`src/hw/rtl/cca_pkg.sv`:
```
// Shared types and constants for the calendar clock advance block.
package cca_pkg;

   // Item kind carried in tuser
   typedef enum logic {
      FUNC_ADVANCE = 1'b0,
      FUNC_SET     = 1'b1
   } func_type;

   // Calendar time as stored and returned
   typedef struct packed {
      logic [2:0]  weekday;
      logic [5:0]  seconds;
      logic [5:0]  minutes;
      logic [4:0]  hours;
      logic [4:0]  day;
      logic [3:0]  month;
      logic [11:0] year;
   } time_type;

   // One input word after unpacking
   typedef struct packed {
      logic [2:0] set_weekday;
      logic [5:0] set_seconds;
      logic [5:0] set_minutes;
      logic [4:0] set_hours;
      logic [4:0] set_day;
      logic [3:0] set_month;
      logic [7:0] set_year_offset;
      logic [6:0] add_seconds;
      func_type   func;
   } req_item_type;

   localparam int REQ_TDATA_W = 48;
   localparam int RSP_TDATA_W = 48;

   localparam logic [6:0]  MINUTE_SECS = 7'd60;
   localparam logic [5:0]  DAY_HOURS   = 6'd24;
   localparam logic [11:0] YEAR_BASE   = 12'd2000;
   localparam logic [2:0]  WEEKDAY_SAT = 3'd6;
   localparam logic [3:0]  MONTH_FEB   = 4'd2;
   localparam logic [3:0]  MONTH_DEC   = 4'd12;
   localparam logic [3:0]  MONTH_JAN   = 4'd1;

   // Time after reset: Tuesday, January 2, 2018, 17:45:00
   localparam time_type TIME_RESET = '{
      weekday: 3'd2,
      seconds: 6'd0,
      minutes: 6'd45,
      hours:   5'd17,
      day:     5'd2,
      month:   4'd1,
      year:    12'd2018
   };

endpackage

```
`src/hw/rtl/cca_req_stage.sv`:
```
// Input register: captures one request word and unpacks its fields.
module cca_req_stage (
   input  logic                             clock,
   input  logic                             reset,
   input  logic                             req_tvalid,
   output logic                             req_tready,
   // tdata, low bit up: add_seconds[6:0], set_year_offset[14:7], set_month[18:15],
   // set_day[23:19], set_hours[28:24], set_minutes[34:29], set_seconds[40:35],
   // set_weekday[43:41], zero fill[47:44]
   input  logic [cca_pkg::REQ_TDATA_W-1:0] req_tdata,
   // tuser: func[0]
   input  logic                             req_tuser,
   input  logic                             take_i,
   output logic                             item_valid_o,
   output cca_pkg::req_item_type            item_o
);

   logic                  valid_ff, valid_in;
   cca_pkg::req_item_type item_ff, item_in;
   logic                  load;

   // Accept a new word when empty or when the held one moves on this cycle
   assign req_tready = !valid_ff || take_i;
   assign load       = req_tvalid && req_tready;

   // Unpack fields
   always_comb begin
      item_in                 = item_ff;
      if (load) begin
         item_in.func            = cca_pkg::func_type'(req_tuser);
         item_in.add_seconds     = req_tdata[6:0];
         item_in.set_year_offset = req_tdata[14:7];
         item_in.set_month       = req_tdata[18:15];
         item_in.set_day         = req_tdata[23:19];
         item_in.set_hours       = req_tdata[28:24];
         item_in.set_minutes     = req_tdata[34:29];
         item_in.set_seconds     = req_tdata[40:35];
         item_in.set_weekday     = req_tdata[43:41];
      end
   end

   assign valid_in = load || (valid_ff && !take_i);

   always_ff @(posedge clock) begin
      if (reset) begin
         valid_ff <= 1'b0;
      end else begin
         valid_ff <= valid_in;
      end
   end

   // Payload needs no reset
   always_ff @(posedge clock) begin
      item_ff <= item_in;
   end

   assign item_valid_o = valid_ff;
   assign item_o       = item_ff;

endmodule

```
`src/hw/rtl/cca_calendar.sv`:
```
// Calendar state and the advance or set update.
module cca_calendar (
   input  logic                  clock,
   input  logic                  reset,
   input  logic                  upd_i,
   input  cca_pkg::req_item_type item_i,
   output cca_pkg::time_type     time_next_o
);

   cca_pkg::time_type cur_ff, cur_in;
   cca_pkg::time_type adv;

   logic [22:0] y_prod;
   logic [5:0]  y_cent;
   logic [11:0] y_cent_x100;
   logic        div4, div100, div400, leap;
   logic [4:0]  dim;
   logic        valid_time;

   logic [1:0]  add_min;
   logic [6:0]  add_rem;
   logic [6:0]  sec_sum;
   logic        sec_c;
   logic [6:0]  min_sum;
   logic        min_c;
   logic [5:0]  hr_sum;
   logic        day_c;
   logic [5:0]  day_sum;
   logic        mon_c;

   // Days in a month; month must already be 1 to 12
   function automatic logic [4:0] month_days(input logic [3:0] m, input logic lp);
      logic [4:0] d;
      case (m)
         4'd2:    d = lp ? 5'd29 : 5'd28;
         4'd4:    d = 5'd30;
         4'd6:    d = 5'd30;
         4'd9:    d = 5'd30;
         4'd11:   d = 5'd30;
         default: d = 5'd31;
      endcase
      return d;
   endfunction

   // Leap rule: divide year by 100 through a reciprocal (exact below 4096)
   assign y_prod      = 23'(cur_ff.year) * 23'd1311;
   assign y_cent      = y_prod[22:17];
   assign y_cent_x100 = {y_cent, 6'b0} + {1'b0, y_cent, 5'b0} + {4'b0, y_cent, 2'b0};
   assign div4        = (cur_ff.year[1:0] == 2'b00);
   assign div100      = (cur_ff.year == y_cent_x100);
   assign div400      = div100 && (y_cent[1:0] == 2'b00);
   assign leap        = div4 && (!div100 || div400);
   assign dim         = month_days(cur_ff.month, leap);

   // Check the stored time before an advance
   assign valid_time = ({1'b0, cur_ff.seconds} < cca_pkg::MINUTE_SECS)
                    && ({1'b0, cur_ff.minutes} < cca_pkg::MINUTE_SECS)
                    && ({1'b0, cur_ff.hours} < cca_pkg::DAY_HOURS)
                    && (cur_ff.month >= cca_pkg::MONTH_JAN)
                    && (cur_ff.month <= cca_pkg::MONTH_DEC)
                    && (cur_ff.day != 5'd0)
                    && (cur_ff.day <= dim);

   // Split the step into whole minutes and leftover seconds
   always_comb begin
      if (item_i.add_seconds >= 7'd120) begin
         add_min = 2'd2;
         add_rem = item_i.add_seconds - 7'd120;
      end else if (item_i.add_seconds >= cca_pkg::MINUTE_SECS) begin
         add_min = 2'd1;
         add_rem = item_i.add_seconds - cca_pkg::MINUTE_SECS;
      end else begin
         add_min = 2'd0;
         add_rem = item_i.add_seconds;
      end
   end

   // Carry chain through seconds, minutes, hours, day, month, year
   always_comb begin
      sec_sum = {1'b0, cur_ff.seconds} + add_rem;
      sec_c   = (sec_sum >= cca_pkg::MINUTE_SECS);
      min_sum = {1'b0, cur_ff.minutes} + {5'b0, add_min} + {6'b0, sec_c};
      min_c   = (min_sum >= cca_pkg::MINUTE_SECS);
      hr_sum  = {1'b0, cur_ff.hours} + {5'b0, min_c};
      day_c   = (hr_sum >= cca_pkg::DAY_HOURS);
      day_sum = {1'b0, cur_ff.day} + {5'b0, day_c};
      mon_c   = (day_sum > {1'b0, dim});

      adv.seconds = sec_c ? 6'(sec_sum - cca_pkg::MINUTE_SECS) : sec_sum[5:0];
      adv.minutes = min_c ? 6'(min_sum - cca_pkg::MINUTE_SECS) : min_sum[5:0];
      adv.hours   = day_c ? 5'(hr_sum - cca_pkg::DAY_HOURS) : hr_sum[4:0];

      adv.weekday = cur_ff.weekday;
      if (day_c) begin
         adv.weekday = (cur_ff.weekday < cca_pkg::WEEKDAY_SAT) ? cur_ff.weekday + 3'd1
                                                               : 3'd0;
      end

      adv.day   = mon_c ? 5'(day_sum - {1'b0, dim}) : day_sum[4:0];
      adv.month = cur_ff.month;
      adv.year  = cur_ff.year;
      if (mon_c) begin
         if (cur_ff.month == cca_pkg::MONTH_DEC) begin
            adv.month = cca_pkg::MONTH_JAN;
            adv.year  = cur_ff.year + 12'd1;
         end else begin
            adv.month = cur_ff.month + 4'd1;
         end
      end
   end

   // Select set, advance or clear
   always_comb begin
      cur_in = cur_ff;
      if (upd_i) begin
         case (item_i.func)
            cca_pkg::FUNC_SET: begin
               cur_in.year    = {4'b0, item_i.set_year_offset} + cca_pkg::YEAR_BASE;
               cur_in.month   = item_i.set_month;
               cur_in.day     = item_i.set_day;
               cur_in.hours   = item_i.set_hours;
               cur_in.minutes = item_i.set_minutes;
               cur_in.seconds = item_i.set_seconds;
               cur_in.weekday = item_i.set_weekday;
            end
            cca_pkg::FUNC_ADVANCE: begin
               cur_in = valid_time ? adv : '0;
            end
            default: begin
               cur_in = cur_ff;
            end
         endcase
      end
   end

   always_ff @(posedge clock) begin
      if (reset) begin
         cur_ff <= cca_pkg::TIME_RESET;
      end else begin
         cur_ff <= cur_in;
      end
   end

   assign time_next_o = cur_in;

   // An advance always leaves the time of day in range
   a_adv_in_range: assert property (@(posedge clock) disable iff (reset)
      upd_i && (item_i.func == cca_pkg::FUNC_ADVANCE) |=>
         ({1'b0, cur_ff.seconds} < cca_pkg::MINUTE_SECS)
         && ({1'b0, cur_ff.minutes} < cca_pkg::MINUTE_SECS)
         && ({1'b0, cur_ff.hours} < cca_pkg::DAY_HOURS))
      else $error("advance left time of day out of range");

   // A set loads the year as offset from the base year
   a_set_year: assert property (@(posedge clock) disable iff (reset)
      upd_i && (item_i.func == cca_pkg::FUNC_SET) |=>
         cur_ff.year == ({4'b0, $past(item_i.set_year_offset)} + cca_pkg::YEAR_BASE))
      else $error("set did not load the year");

   // Without an update the calendar holds
   a_hold: assert property (@(posedge clock) disable iff (reset)
      !upd_i |=> $stable(cur_ff))
      else $error("calendar changed without an update");

   // The weekday moves only when the hour wraps
   a_weekday_step: assert property (@(posedge clock) disable iff (reset)
      upd_i && (item_i.func == cca_pkg::FUNC_ADVANCE) && valid_time && !day_c
         |=> cur_ff.weekday == $past(cur_ff.weekday))
      else $error("weekday moved without a day rollover");

endmodule

```
`src/hw/rtl/cca_rsp_stage.sv`:
```
// Result register: holds one response word until the sink takes it.
module cca_rsp_stage (
   input  logic                             clock,
   input  logic                             reset,
   input  logic                             load_i,
   input  cca_pkg::time_type                time_i,
   output logic                             can_take_o,
   output logic                             rsp_tvalid,
   input  logic                             rsp_tready,
   // tdata, low bit up: year[11:0], month[15:12], day[20:16], hours[25:21],
   // minutes[31:26], seconds[37:32], weekday[40:38], zero fill[47:41]
   output logic [cca_pkg::RSP_TDATA_W-1:0] rsp_tdata
);

   logic              valid_ff, valid_in;
   cca_pkg::time_type time_ff, time_in;

   // Free when empty or when the held word leaves this cycle
   assign can_take_o = !valid_ff || rsp_tready;
   assign valid_in   = load_i || (valid_ff && !rsp_tready);
   assign time_in    = load_i ? time_i : time_ff;

   always_ff @(posedge clock) begin
      if (reset) begin
         valid_ff <= 1'b0;
      end else begin
         valid_ff <= valid_in;
      end
   end

   always_ff @(posedge clock) begin
      time_ff <= time_in;
   end

   // Pack the word, year in the lowest bits
   assign rsp_tvalid = valid_ff;
   assign rsp_tdata  = {7'b0, time_ff.weekday, time_ff.seconds, time_ff.minutes,
                        time_ff.hours, time_ff.day, time_ff.month, time_ff.year};

endmodule

```
`src/hw/rtl/calendar_clock_advance_core.sv`:
```
// A request word is held in the request register and, once the response register is
// free, passes through the calendar into it; the sink then takes it from there.
// Throughput: one word per cycle while the sink keeps taking words; the calendar is
// updated with each word loaded, so each word sees the time left by the one before it.
// Reset (synchronous, active high) empties both registers and loads the calendar
// with Tuesday, January 2, 2018, 17:45:00.
module calendar_clock_advance_core (
   input  logic                             clock,
   input  logic                             reset,
   input  logic                             req_tvalid,
   output logic                             req_tready,
   // tdata, low bit up: add_seconds[6:0], set_year_offset[14:7], set_month[18:15],
   // set_day[23:19], set_hours[28:24], set_minutes[34:29], set_seconds[40:35],
   // set_weekday[43:41], zero fill[47:44]
   input  logic [cca_pkg::REQ_TDATA_W-1:0] req_tdata,
   // tuser: func[0]
   input  logic                             req_tuser,
   output logic                             rsp_tvalid,
   input  logic                             rsp_tready,
   // tdata, low bit up: year[11:0], month[15:12], day[20:16], hours[25:21],
   // minutes[31:26], seconds[37:32], weekday[40:38], zero fill[47:41]
   output logic [cca_pkg::RSP_TDATA_W-1:0] rsp_tdata
);

   logic                  item_valid;
   cca_pkg::req_item_type item;
   logic                  rsp_free;
   logic                  upd;
   cca_pkg::time_type     time_next;

   // Move the held word through the calendar when the result register is free
   assign upd = item_valid && rsp_free;

   cca_req_stage u_req (
      .clock        (clock),
      .reset        (reset),
      .req_tvalid   (req_tvalid),
      .req_tready   (req_tready),
      .req_tdata    (req_tdata),
      .req_tuser    (req_tuser),
      .take_i       (rsp_free),
      .item_valid_o (item_valid),
      .item_o       (item)
   );

   cca_calendar u_cal (
      .clock       (clock),
      .reset       (reset),
      .upd_i       (upd),
      .item_i      (item),
      .time_next_o (time_next)
   );

   cca_rsp_stage u_rsp (
      .clock      (clock),
      .reset      (reset),
      .load_i     (upd),
      .time_i     (time_next),
      .can_take_o (rsp_free),
      .rsp_tvalid (rsp_tvalid),
      .rsp_tready (rsp_tready),
      .rsp_tdata  (rsp_tdata)
   );

endmodule
```
`config.mk`:
```
export PLATFORM = sky130hd
export DESIGN_NAME = calendar_clock_advance_core
export DESIGN_NICKNAME = d
export VERILOG_FILES = /design/src/hw/rtl/cca_pkg.sv /design/src/hw/rtl/cca_req_stage.sv /design/src/hw/rtl/cca_calendar.sv /design/src/hw/rtl/cca_rsp_stage.sv /design/src/hw/rtl/calendar_clock_advance_core.sv
export SDC_FILE = /design/constraint.sdc
export NUM_CORES = 1
export LEC_CHECK = 0
export BUFFER_PORTS_ARGS = -buffer_cell sky130_fd_sc_hd__buf_2
export CAP_MARGIN = 20
export CORE_ASPECT_RATIO = 0.7
export CORE_UTILIZATION = 35
export DETAILED_ROUTE_END_ITERATION = 10
export PLACE_DENSITY = 0.49
export SLEW_MARGIN = 0
export SYNTH_ARGS = -nofsm -noshare
export SYNTH_HDL_FRONTEND = slang
export SYNTH_SLANG_ARGS = --single-unit
```
`constraint.sdc`:
```
create_clock -name clock -period 9.6 [get_ports clock]
set_input_delay 0.48 -clock clock [delete_from_list [all_inputs] [get_ports clock]]
set_output_delay 0.48 -clock clock [all_outputs]
set_load 0.02 [all_outputs]
```
==> flow_summary.toml, run 1 <==
[setup_path]
endpoint = "u_cal.cur_ff[9]"
rr_startpoint = "u_req.item_o[3]"
critPathLaunchType = "register"
slowest_stage = "edfxtp_1"
critPathKind = "reg2reg"
r2r-end = "u_cal.cur_ff[9]"
regToRegSetupSlack_ns = 0.49
critical-path-max-stage-delay_ns = 0.49
crit_family = "adder cells"
path_max_fanout = 6
critPathBufInv = 5
crit_path_frequent_cell = "ha_1"
crit_cells = 43
crit_arrival_ns = 9.42
cp.required_ns = 9.90
end_kind = "register"
crit_start = "u_req.item_o[3]"
rr_worst_depth = 43

[yosys]
syn_area_mm2 = 0.009507
async_flop_share_pct = 0
ys.flop_type = "edfxtp_1"
synthMostInstantiatedCell = "ha_1"
yosys-top-cells-count = "ha_1 (130), inv_1 (119), edfxtp_1 (86), o21ai_0 (52), fa_1 (49)"
yosys.area.top_type_share_pct = 27.17
syn_inst = 924
synthTopCellsByArea = "edfxtp_1 (27%), ha_1 (17%), fa_1 (10%)"
ys_ff_latch = 129
synth_cell_types = 75
syn_avg_cell_area_um2 = 10.29
yosysWarnings = 0
synth_seq_area_share_pct = 36.22
synth_edf_count = 86
synth_top_cell_by_area = "edfxtp_1"

[place]
dp_slack_ns = 0.1456
dp_hpwl_um = 17760
routabilityCongestion = 0.8354
place_area_mm2 = 0.01070
portBuffers = 91

[detailed_routing]
num_vias = 7034
viasPerCell = 4.881
drtAntennaViolNets = 0
routed_wl_um = 23530
drtIter0Drc = 381
drc = 0
first_pass_iters = 7
wl_per_cell_um = 16.33

[sta]
hold_viol_final = 0
setup_ws_ns = 0.4871
period_share_pct = 94.93
slew_viol_final = 0
fmax_ghz = 0.1097
finalSetupTns_ns = 0
post-route-min-period_ns = 9.113
worstMarginPinSlew_ns = 0.9729
fin_worst_skew_ns = 0.01037
finalSetupViolCount = 0
slew_headroom_pct = 35.14

[floorplan]
coreArea_mm2 = 0.02671
io_pins = 103
dieArea_mm2 = 0.02784
initial_core_util_pct = 35.59
die_w_um = 199.0
dieHeight_um = 139.9
rows = 50

[clocking]
numCtsBuffers = 17
clkTransAtPathRegs_ns = 0.06
clock-sinks = 129
cts_hold_buf = 0
cts.htree.levels = 4
clock_latency_ns = 0.42
clk_path_buf_depth = 2
root_buffer = "clkbuf_16"
cts_tree = "yes"

[layout]
layout-drive-gt1-share_pct = 22.47
multiInputGateArea_mm2 = 0.005523
finalInstanceArea_mm2 = 0.01142
diodes = 0
utilization_pct = 42.76
area_delta_synth_final_pct = 20.16
regArea_mm2 = 0.003455
fin_nets = 1296
fillers = 2662

[pwr]
power_frac_comb_pct = 53.2
power_frac_clock_pct = 23.5
ir_drop_mv = 0.1802
switchingPower_uw = 1061
total_leakage_power_uw = 0.005052
seqPwrFrac_pct = 23.3
swShare_pct = 37.68
intPower_uw = 1755
pwr_density_cell_mw_per_mm2 = 246.6
power_uw = 2817

[grt]
grt_max_degree = 52
grt_usage_pct = 17.31
grt_pass1_vias = 6593
antenna_found_initial = 0
grt_overflow = 0
grt_first_pass_wirelength_um = 36780

[worst_hold_path]
worstHoldPathType = "in2reg"

[job]
max-cap-violations = 0

[status]
status = "completed"
cell usage in the layout, fill, tap and decap left out, drive strengths merged, types with 9 or more instances in the layout:
| cell | netlist | routed |
|---|---|---|
| nand3 | 19 | 19 |
| clkbuf | 24 | 20 |
| ha | 130 | 130 |
| a21oi | 47 | 47 |
| fa | 49 | 49 |
| xnor2 | 22 | 22 |
| dfxtp | 43 | 43 |
| nor3 | 12 | 12 |
| o21ai | 58 | 58 |
| nor2b | 26 | 26 |
| or2 | 17 | 17 |
| nand2 | 47 | 47 |
| nor2 | 47 | 47 |
| inv | 119 | 121 |
| xor2 | 14 | 14 |
| edfxtp | 86 | 86 |
| a31oi | 12 | 12 |
| nand4 | 9 | 9 |
| a211oi | 9 | 9 |
| buf | 17 | 156 |
how the worst min path moves through the flow:
stage / startpoint / endpoint / slack [ns] / cells past startpoint
floorplan: u_req.item_valid_o / u_rsp.rsp_tvalid / 0.49 / 2
global placement: u_req.item_valid_o / u_rsp.rsp_tvalid / 0.53 / 2
detailed placement: u_req.item_valid_o / u_rsp.rsp_tvalid / 0.54 / 2
CTS: req_tdata[30] / u_req.item_o[31] / 0.22 / 1
global route: req_tdata[29] / u_req.item_o[30] / 0.22 / 1
finish: req_tdata[36] / u_req.item_o[37] / 0.23 / 1
cells by family (layout without fill, tap and decap cells):
family	count (synthesis)	count (layout)	synth area share, %
and+or+nand+nor	212	212	11.60
AOI/OAI and AO/OA	202	202	13.94
adders and majority gates	179	179	27.43
buffers and inverters	161	308	7.028
DFF	129	129	36.22
xor gates and xnor gates	36	36	3.317
muxes	4	4	0.4343
other	1	7	0.03945
power by group through the flow:
stage / Combinational (µW) / Clock, µW / Sequential [µW]
after CTS: 1460 / 675 / 657
after global routing: 1710 / 699 / 661
after floorplan: 1050 / 0 / 674
after detailed placement: 1450 / 0 / 668
final: 1500 / 662 / 657
after global placement: 1450 / 0 / 668
layout make-up:
| class | count | area share (%) |
|---|---|---|
| sequential | 129 | 30.24 |
| multi-input combinational | 640 | 48.35 |
| timing repair buffer | 156 | 8.258 |
| clock inverter | 12 | 1.391 |
| inverter | 120 | 3.954 |
| tap | 364 | 3.987 |
| clock buffer | 20 | 3.823 |
flip-flops by register name, indices dropped and copies added, names as in the netlist:
| name | flops |
|---|---|
| u_req.item_valid_o | 1 |
| u_req.item_o | 45 |
| u_rsp.rsp_tvalid | 1 |
| u_cal.cur_ff | 41 |
| u_rsp.rsp_tdata | 41 |
per-layer routing:
layer | track usage, % | vias to the layer above | part of all wire (%)
met5 | 0 | - | 0
met3 | 2.769 | 13 | 3.8
li1 | - | 3522 | -
met4 | 3.563 | 0 | 0.59
met2 | 22.89 | 146 | 39
met1 | 28.61 | 3353 | 56
per-stage QoR:
step / cells / hold WS [ns]
CTS: 1438 / 0.2176
floorplan: 930 / 0.4868
global route: 1441 / 0.2155
global placement: 1406 / 0.5345
finish: 1441 / 0.2328
detailed placement: 1406 / 0.5394
repair_timing:
action,in CTS,in global routing
endpoints found under the setup margin,0,62
setup buffers,0,3
gates resized for setup,0,29
Power figures use the tool's default switching activity.
==> inputs of run 2 (changes only) <==
ABC_AREA = 1   (was unset)
ABC_CLOCK_PERIOD_IN_PS = 9600   (was unset)
CORE_ASPECT_RATIO = 1.2   (was 0.7)
==> run 2 against run 1 <==
Against the previous run:
- cell count is 7.6% higher
- synthesized cell count up 18%
- critical path depth grew 7
- largest cell class unchanged
==> flow_summary.toml, run 2 <==
[detailed_routing]
wl_per_cell_um = 14.83
num_vias = 7360
first_pass_iters = 5
drc = 0
routed_wl_um = 23000
drtAntennaViolNets = 0
viasPerCell = 4.745
drtIter0Drc = 320

[sta]
finalSetupTns_ns = 0
post-route-min-period_ns = 8.778
finalSetupViolCount = 0
hold-worst-slack_ns = 0.2303
period_share_pct = 91.44
slew_headroom_pct = 34.67
slew_viol_final = 0
fin_worst_skew_ns = 0.01027
worstMarginPinSlew_ns = 0.9789
hold_viol_final = 0
rsz0062_at_grt = "false"
fmax_ghz = 0.1139

[place]
place_area_mm2 = 0.01060
routabilityCongestion = 0.8593
dp_hpwl_um = 17540
place_inst = 1513
portBuffers = 91

[pwr]
intPower_uw = 1672
power_frac_clock_pct = 19.7
swShare_pct = 43.62
seqPwrFrac_pct = 22.3
switchingPower_uw = 1294
total_leakage_power_uw = 0.005358
ir_drop_mv = 0.3634
power_frac_comb_pct = 58.0
pwr_density_cell_mw_per_mm2 = 264.6

[setup_path]
regToRegSetupSlack_ns = 0.82
critPathLaunchType = "register"
cp.required_ns = 9.77
critPathKind = "reg2reg"
critPathBufInv = 9
crit_cells = 50
slowest_stage = "fa_1"
crit_arrival_ns = 8.95
rr_worst_depth = 50
path_max_fanout = 10
crit_family = "adder cells"
end_kind = "register"
crit_path_frequent_cell = "nand2_1"
critical-path-max-stage-delay_ns = 0.56

[grt]
grt_overflow = 0
grt_usage_pct = 17.02
antenna_found_initial = 4
grt_pass1_vias = 7318
grt_max_degree = 57
grt_first_pass_wirelength_um = 37410

[floorplan]
die_w_um = 154.1
initial_core_util_pct = 35.78
io_pins = 103
rows = 66
coreArea_mm2 = 0.02717
dieArea_mm2 = 0.02845
dieHeight_um = 184.6

[yosys]
synthMostInstantiatedCell = "inv_1"
yosysWarnings = 0
synth_cell_types = 44
syn_inst = 1089
async_flop_share_pct = 0
syn_area_mm2 = 0.009722
synth_edf_count = 86
ys_ff_latch = 129
ys.flop_type = "edfxtp_1"
yosys-top-cells-count = "inv_1 (197), nand2_1 (188), ha_1 (130), edfxtp_1 (86), a21oi_1 (75)"
synthTopCellsByArea = "edfxtp_1 (27%), ha_1 (17%), fa_1 (10%)"
syn_avg_cell_area_um2 = 8.927
yosys.area.top_type_share_pct = 26.56
synth_seq_area_share_pct = 35.42
synth_top_cell_by_area = "edfxtp_1"

[layout]
area_delta_synth_final_pct = 15.29
largest_register_ffs = 45
layout-drive-gt1-share_pct = 14.74
fin_nets = 1427
layout_common_cells = "inv_1 (196), nand2_1 (187), ha_1 (130)"
utilization_pct = 41.25
fillers = 2722
final_cells = 1551
finalInstanceArea_mm2 = 0.01121
layout_commonest_cell = "inv_1"

[clocking]
cts.htree.levels = 4
cts_tree = "yes"
numCtsBuffers = 17
clock_latency_ns = 0.42
clk_path_buf_depth = 2
cts_hold_buf = 0
root_buffer = "clkbuf_16"
clkTransAtPathRegs_ns = 0.06
clock-sinks = 129

[worst_hold_path]
worstHoldPathType = "in2reg"
min_path_cells = 1

[status]
status = "completed"

[job]
max-cap-violations = 0
## run 2: final timing paths
| kind | end | startpoint |
|---|---|---|
| setup / recovery | u_rsp.rsp_tdata[3] | u_cal.cur_ff[5] |
| setup reg to reg | u_rsp.rsp_tdata[3] | u_cal.cur_ff[5] |
| hold reg to reg | u_rsp.rsp_tvalid | u_req.item_valid_o |
| hold / removal | u_req.item_o[17] | req_tdata[16] |
## run 2: routing by layer
layer / part of all wire, % / global-route usage [%] / up-vias
met5: 0.10 / 0 / -
met4: 1.4 / 5.560 / 4
met3: 3.9 / 3.856 / 25
met2: 50 / 29.82 / 118
met1: 44 / 20.57 / 3453
li1: - / - / 3760
## run 2: power groups by stage
stage / clock, µW / sequential [µW] / combinational, µW
finish: 583 / 662 / 1720
global route: 622 / 667 / 2040
CTS: 601 / 663 / 1750
detailed placement: 0 / 674 / 1730
global placement: 0 / 674 / 1740
floorplan: 0 / 683 / 1340
## run 2: stage by stage
| stage | setup slack, ns | total power (µW) |
|---|---|---|
| after CTS | 0.5177 | 3014 |
| after global routing | 0.009310 | 3330 |
| after detailed placement | 0.5560 | 2407 |
| final | 0.8222 | 2966 |
| after global placement | 0.6516 | 2409 |
| after floorplan | 1.640 | 2019 |
## run 2: repair_timing
action | in CTS | in global routing
gates resized for setup | 0 | 10
endpoints found under the setup margin | 0 | 25
buffers inserted | 0 | 1
## run 2: area by class of cell
| cell class | instances | area [µm²] | area share [%] |
|---|---|---|---|
| clock inverters | 9 | 58.81 | 0.5247 |
| clock buffers | 23 | 478.0 | 4.264 |
| multi-input cells | 736 | 5424 | 48.39 |
| repair buffers | 109 | 603.1 | 5.381 |
| flip-flops and latches | 129 | 3453 | 30.81 |
| inverters | 202 | 758.2 | 6.765 |
| well taps | 340 | 425.4 | 3.796 |
| diodes | 3 | 7.507 | 0.06698 |
## run 2: cell families after synthesis
kind of cell	Yosys count	synth area share [%]
xor gates and xnor gates	33	3.050
buffers and inverters	231	9.395
AOI/OAI and AO/OA	170	9.691
adders and majority gates	179	26.82
other	1	0.03857
DFF	129	35.42
muxes	1	0.1030
and+or+nand+nor	345	15.48
## run 2: worst reg2reg max path, delay by kind of cell, from the launching register on
kind            cells  cell delay (ns)
fa+ha+maj          11             4.28
simple gates       25             2.45
buf+inv             9             0.58
compound gates      4             0.54
flops               1             0.52
xor+xnor            1             0.17
==> inputs of run 3 (changes only) <==
BUFFER_PORTS_ARGS = -buffer_cell sky130_fd_sc_hd__clkbuf_2   (was -buffer_cell sky130_fd_sc_hd__buf_2)
==> run 3 against run 2 <==
Against the previous run:
- first-iteration DRC count down 16%
- die area did not move
- maximum frequency up 0.13%
- register-to-register slack about the same
- critical path type unchanged
- largest power group unchanged
- worst hold slack got worse by 0.0065 ns
- sequential cell count stayed put
- clock power is 4.6% higher
- wire length grew 0.17%
==> flow_summary.toml, run 3 (synthesized netlist as in run 2, its figures left out) <==
[status]
status = "completed"

[grt]
grt_first_pass_wirelength_um = 37810
grt_usage_pct = 17.31
grt_pass1_vias = 7419
antenna_found_initial = 0
grt_overflow = 0
grt_max_degree = 57

[sta]
period_share_pct = 91.32
post-route-min-period_ns = 8.766
worstMarginPinSlew_ns = 0.9899
slew_headroom_pct = 33.94
slew_viol_final = 0
rsz0062_at_grt = "false"
hold-worst-slack_ns = 0.2238
hold_viol_final = 0
finalSetupViolCount = 0
fin_worst_skew_ns = 0.01125
finalSetupTns_ns = 0
fmax_ghz = 0.1141

[setup_path]
critPathLaunchType = "register"
path_max_fanout = 27
slowest_stage = "fa_1"
critPathKind = "reg2reg"
crit_path_frequent_cell = "nand2_1"
critical-path-max-stage-delay_ns = 0.56
end_kind = "register"
cp.required_ns = 9.78
crit_arrival_ns = 8.94

[floorplan]
dieHeight_um = 184.6
dieArea_mm2 = 0.02845
rows = 66
die_w_um = 154.1
initial_core_util_pct = 35.78
io_pins = 103
coreArea_mm2 = 0.02717

[layout]
finalInstanceArea_mm2 = 0.01121
utilization_pct = 41.26
layout-drive-gt1-share_pct = 14.58
fin_nets = 1426
layout_commonest_cell = "inv_1"
largest_register_ffs = 45
area_delta_synth_final_pct = 15.30
diodes = 0
layout_common_cells = "inv_1 (196), nand2_1 (187), ha_1 (130)"
final_cells = 1547

[clocking]
clk_path_buf_depth = 2
cts_tree = "yes"
cts.htree.levels = 4
clock-sinks = 129
cts_hold_buf = 0
clkTransAtPathRegs_ns = 0.06
numCtsBuffers = 17
root_buffer = "clkbuf_16"
clock_latency_ns = 0.43

[detailed_routing]
first_pass_iters = 5
wl_per_cell_um = 14.89
drtIter0Drc = 269
routed_wl_um = 23030
drc = 0
drtAntennaViolNets = 0
viasPerCell = 4.721
num_vias = 7303

[place]
dp_hpwl_um = 17610
place_inst = 1514
routabilityCongestion = 0.8428
place_area_mm2 = 0.01061
portBuffers = 91

[pwr]
total_leakage_power_uw = 0.005383
pwr_density_cell_mw_per_mm2 = 267.3
ir_drop_mv = 0.2542

[worst_hold_path]
worstHoldPathType = "in2reg"

[job]
max-cap-violations = 0
run 3: cell types whose count changed in the layout (fill, tap and decap cells not counted), sizes merged:
cell      before  now
bufinv         0    1
clkbuf        23  114
buf          109   18
diode          3    0
clkinvlp       4    3
nand2        195  194
run 3: timing repair:
action                     in CTS  in global routing
gates resized for setup         0                 10
hold endpoints to repair        0                  0
setup endpoints to repair       0                 22
buffers inserted                0                  0
run 3: layer usage:
metal	GRT usage, %	up-vias	share of wire [%]
met3	3.715	18	3.7
met1	20.95	3434	45
met5	0	-	0
li1	-	3749	-
met2	30.89	102	50
met4	4.680	0	0.98
run 3: final cells by class:
cell class,instances,area (µm²)
Fill cell,2794,15960
Multi-Input combinational cell,735,5418
Sequential cell,129,3452
Inverter,202,758.2
Timing Repair Buffer,109,603.1
Clock buffer,23,467.9
Tap cell,340,425.4
Clock inverter,9,85.08
run 3: critical path: cells and delay by family, from the launching register on:
family	cells	cell delay (ns)
AO/OA/AOI/OAI	4	0.54
AND/OR/NAND/NOR	25	2.49
buffers and inverters	9	0.56
adder cells (fa/ha/maj)	11	4.25
XOR/XNOR	1	0.17
flip-flops	1	0.52
run 3: per-stage QoR:
step                      power [µW]  setup slack (ns)
after floorplan                 2019             1.640
after global placement          2411            0.6414
final                           2996            0.8337
after detailed placement        2406            0.6352
after CTS                       3044            0.5988
after global routing            3356           0.07273
run 3: worst paths after layout:
path / depth (start not counted) / start / endpoint / slack (ns)
hold / removal: 1 / req_tdata[34] / u_req.item_o[35] / 0.22
setup / recovery: 50 / u_cal.cur_ff[5] / u_rsp.rsp_tdata[14] / 0.83
hold reg to reg: 2 / u_req.item_valid_o / u_rsp.rsp_tvalid / 0.48
setup reg to reg: 50 / u_cal.cur_ff[5] / u_rsp.rsp_tdata[14] / 0.83
run 3: where the power goes:
part           switching, µW  internal, µW  total (µW)
combinational           1040           686        1720
sequential              27.1           635         662
clock                    241           368         610
total                   1310          1690        3000
